**config.mk**
```make
export PLATFORM = sky130hd
export DESIGN_NAME = nau_div_cell
export DESIGN_NICKNAME = d
export VERILOG_FILES = /design/src/hw/rtl/nau_pkg.sv /design/src/hw/rtl/nau_div_cell.sv
export SDC_FILE = /design/constraint.sdc
export NUM_CORES = 1
export LEC_CHECK = 0
export ABC_AREA = 1
export BUFFER_PORTS_ARGS = -buffer_cell sky130_fd_sc_hd__buf_2
export CAP_MARGIN = 15
export CORE_ASPECT_RATIO = 0.9
export CORE_MARGIN = 4
export CORE_UTILIZATION = 45
export CTS_CLUSTER_DIAMETER = 80
export DETAILED_ROUTE_END_ITERATION = 8
export GPL_TIMING_DRIVEN = 0
export PLACE_DENSITY = 0.87
export SLEW_MARGIN = 20
export SYNTH_ARGS = -nofsm -noshare
export SYNTH_HDL_FRONTEND = slang
export SYNTH_SLANG_ARGS = --single-unit
```
**constraint.sdc**
```tcl
create_clock -name aclk -period 5.2 [get_ports aclk]
set_input_delay 0.26 -clock aclk [delete_from_list [all_inputs] [get_ports aclk]]
set_output_delay 0.26 -clock aclk [all_outputs]
set_load 0.01 [all_outputs]
```
**src/hw/rtl/nau_pkg.sv**
```systemverilog
`default_nettype none
package nau_pkg;
    localparam int FRAC_BITS = 12;
    localparam int DATA_W    = 16;
    localparam int EXP_MAX_N = 40;
    localparam int DIV_STAGES = 32;

    typedef enum logic [2:0] {
        FN_IDENT   = 3'd0,
        FN_LOGI    = 3'd1,
        FN_TANH    = 3'd2,
        FN_RELU    = 3'd3,
        FN_STEEP   = 3'd4,
        FN_REEXP   = 3'd5,
        FN_SHIFT   = 3'd6,
        FN_RSVD    = 3'd7
    } fn_sel_t;

    typedef enum logic [1:0] {
        PP_PASS   = 2'd0,
        PP_LOGI   = 2'd1,
        PP_TANH   = 2'd2,
        PP_REEXP  = 2'd3
    } post_op_t;

    // control carried alongside data through every cell
    typedef struct packed {
        logic      valid;
        post_op_t  op;
        logic      neg;
        logic      zero;
        logic [DATA_W-1:0] raw;
    } nau_ctl_t;

    localparam logic [31:0] LN2_Q32   = 32'd2977044472;
    localparam logic [34:0] SLOPE_Q32 = 35'd21149591492;
endpackage
`default_nettype wire

```
**src/hw/rtl/nau_div_cell.sv**
```systemverilog
`default_nettype none
module nau_div_cell (
    input  wire logic                 aclk,
    input  wire logic                 aresetn,
    input  wire logic                 en,
    input  wire nau_pkg::nau_ctl_t    ctl_in,
    input  wire logic [33:0]          rem_in,
    input  wire logic [33:0]          den_in,
    input  wire logic [62:0]          num_in,
    input  wire logic [31:0]          quo_in,
    output nau_pkg::nau_ctl_t         ctl_out,
    output logic [33:0]               rem_out,
    output logic [33:0]               den_out,
    output logic [62:0]               num_out,
    output logic [31:0]               quo_out
);
    import nau_pkg::*;

    // one restoring-division bit per cell
    logic [34:0] trial;
    logic        fits;
    logic [33:0] rem_next;
    nau_ctl_t    ctl_reg;
    logic [33:0] rem_reg, den_reg;
    logic [62:0] num_reg;
    logic [31:0] quo_reg;

    always_comb begin
        trial    = {rem_in, num_in[62]};
        fits     = trial >= {1'b0, den_in};
        rem_next = fits ? 34'(trial - {1'b0, den_in}) : trial[33:0];
    end

    always_ff @(posedge aclk) begin
        if (!aresetn) begin
            ctl_reg.valid <= 1'b0;
        end else if (en) begin
            ctl_reg <= ctl_in;
            rem_reg <= rem_next;
            den_reg <= den_in;
            num_reg <= {num_in[61:0], 1'b0};
            quo_reg <= {quo_in[30:0], fits};
        end
    end

    assign ctl_out = ctl_reg;
    assign rem_out = rem_reg;
    assign den_out = den_reg;
    assign num_out = num_reg;
    assign quo_out = quo_reg;
endmodule
`default_nettype wire

```
==> metrics.txt <==
TritonRoute pass-1 iters=6; Clock Pin Slew Worst Setup and Hold Paths=0.08 ns; commonest non-fill, non-tap cell in the layout=buf_2; Max Buffers Root-to-Sink=2; slew margin rel.=between 40% and 50%; initial core utilization=46.5%; Vias per Instance=4.91; synthesized cell area=0.00868 mm²; GP Congestion=0.926; Fillers=1379; Nets=roughly 1500; vias in the first global route=7911; Die Y=140 µm; CP max FO=10; num rows=47; syn nets=1053; ys async rst share=0%; max_cap viols=0; Total GRT Usage=27.4%; Area growth, synth to finish=44.7%; crit path launch type=primary input; Worst Clk Skew=0 ns; PwrDens=309 mW/mm²; root buf cell=clkbuf_16; global-route wire length before repair=45300 µm; Req. time, crit path=approximately 5.4 ns; number of synthesized flops with an enable pin=182; peak supply drop=~0.17 mV; CP Class=primary input to flop; cell mode on critical path=nand2_1; Ys Warns=0; Core ar.=0.0186 mm²; Fin. Hold Viols=0; DRT antenna net count=0; outcome=finished, final reports clean; WP data arrival=~2.7 ns; aggregate global routing overflow=0; Worst Path Buf+Inv=5; CTS tree=built; final wirelength=roughly 30000 µm; #FFs+latches synth=183; DRC violation count after routing=0; final setup fails=0; register area share after synthesis=63.2%; final std cell area, no fill=0.0126 mm²; total power=3.88 mW; Yosys cell types=33; Final period util=47.9%; Final min period=2.49 ns; placed inst area=0.0109 mm²; Crit. End Element=flop; wire per inst=19.0 µm; total CTS buffers=17; number of I/O port buffers=368; Slew @ Worst Pin=0.832 ns; Max stage delay on crit path=between 0.5 and 0.6 ns; critical path's slowest cell=dlygate4sd3_1; share of cells above drive strength 1=33.2%; via count=7794; Hold Path Class=primary input to flop; Worst path top cell family by delay=buffers and inverters; FMAX=402 MHz; largest net degree at the start of global routing=110; Post-Syn Area per Cell=10.4 µm²; I/O pins=between 300 and 400; H-tree levels=4; final setup TNS=0 ns; post-layout util=67.4%; RSZ-0062 raised after global routing=false; most frequent cells in the layout=buf_2 (368), nand2_1 (274), edfxtp_1 (182); detailed placement HPWL=between 20000 and 25000 µm; fin. max-slew vios=0; crit-path cells=dlygate4sd3_1 > buf_2 > inv_1 > ha_1 > nand2_1 > inv_1 > a21oi_1 > nand2_1 > a21oi_2 > nand2_2 > nand2_4 > nand2_8 > buf_4 > nand3_1 > nand2_1; initial antenna violation count=3; Die Wd=~150 µm; Clock Sinks=between 150 and 200; synthesized instance count=roughly 830; Clk Latency, worst-skew pair=0.44 ns; leakage power=about 6 nW; die area=0.0216 mm²; commonest register cell after synthesis=edfxtp_1; DR iter-0 viols=498
power by group:
| part | internal (mW) | total [mW] | leakage, nW | switching, mW |
|---|---|---|---|---|
| sequential | 1.75 | 1.79 | 1.71 | 0.0312 |
| clock | 0.663 | 1.33 | 0.300 | 0.671 |
| combinational | 0.307 | 0.756 | 4.04 | 0.449 |
| total | 2.72 | 3.88 | 6.05 | 1.15 |
cell usage after synthesis (2+ instances only):
master,number,share of area (%)
nand3_1,39,2.2
inv_1,131,5.7
nor3_1,5,0.29
a21oi_1,26,1.5
nand4_1,3,0.22
nor2_4,2,0.26
xnor2_1,2,0.20
ha_1,34,4.9
buf_8,2,0.35
edfxtp_1,182,63
nand2_1,274,12
xor2_1,16,1.6
inv_2,3,0.13
buf_6,3,0.39
buf_4,2,0.17
nor2_2,4,0.29
nor2_1,51,2.2
a21oi_2,2,0.20
o21bai_1,3,0.26
o21ai_0,12,0.69
nand3b_1,7,0.61
nand2_2,17,1.2
flip-flops by register name (all words and copies together) (netlist names):
signal,flops
quo_out,32
ctl_out,21
num_out,62
rem_out,34
den_out,34
cells by family after synthesis:
kind of cell | share of synthesized area (%)
flip-flops | 63.2
buffers and inverters | 7.07
adder cells (fa/ha/maj) | 5.13
AO/OA/AOI/OAI | 2.65
other | 0.0432
AND/OR/NAND/NOR | 20.1
XOR/XNOR | 1.82
timing repair:
action,in CTS,in global routing
hold buffers,99,8
gates resized for setup,0,0
setup buffers,0,0
hold endpoints to repair,99,8
layout make-up:
cell class	count	area (µm²)	share of cell area (%)
Clock inverter	15	194	1.54
Multi-Input combinational cell	505	2580	20.5
Tap cell	245	307	2.44
Sequential cell	183	5490	43.7
Clock buffer	17	425	3.39
Buffer	8	98.8	0.787
Timing Repair Buffer	476	2940	23.4
Inverter	135	522	4.16
Antenna cell	3	7.51	0.0598
final timing paths:
check,from,endpoint,slack [ns],cells past startpoint
hold / removal,quo_in[13],quo_out[14],0.01,1
setup reg to reg,ctl_out[20],ctl_out[20],4.50,2
hold reg to reg,ctl_out[20],ctl_out[20],0.61,2
setup / recovery,den_in[26],rem_out[25],2.71,15
routing by layer:
metal  wire length, µm  part of all wire, %  global-route usage, %
met2             15100                   50                   48.1
met1             11300                   37                   32.2
met4              1290                  4.3                   10.7
met3              2440                  8.1                   7.14
met5                 0                    0                      0
through the flow:
step	hold WS, ns	worst slack, ns	instances
after global routing	0.000159	2.61	1586
after detailed placement	0.438	2.67	1445
after floorplan	0.353	0.874	831
after global placement	0.436	-0.506	1444
final	0.0104	2.71	1587
after CTS	0.0000460	2.72	1576
Power figures use the tool's default switching activity.
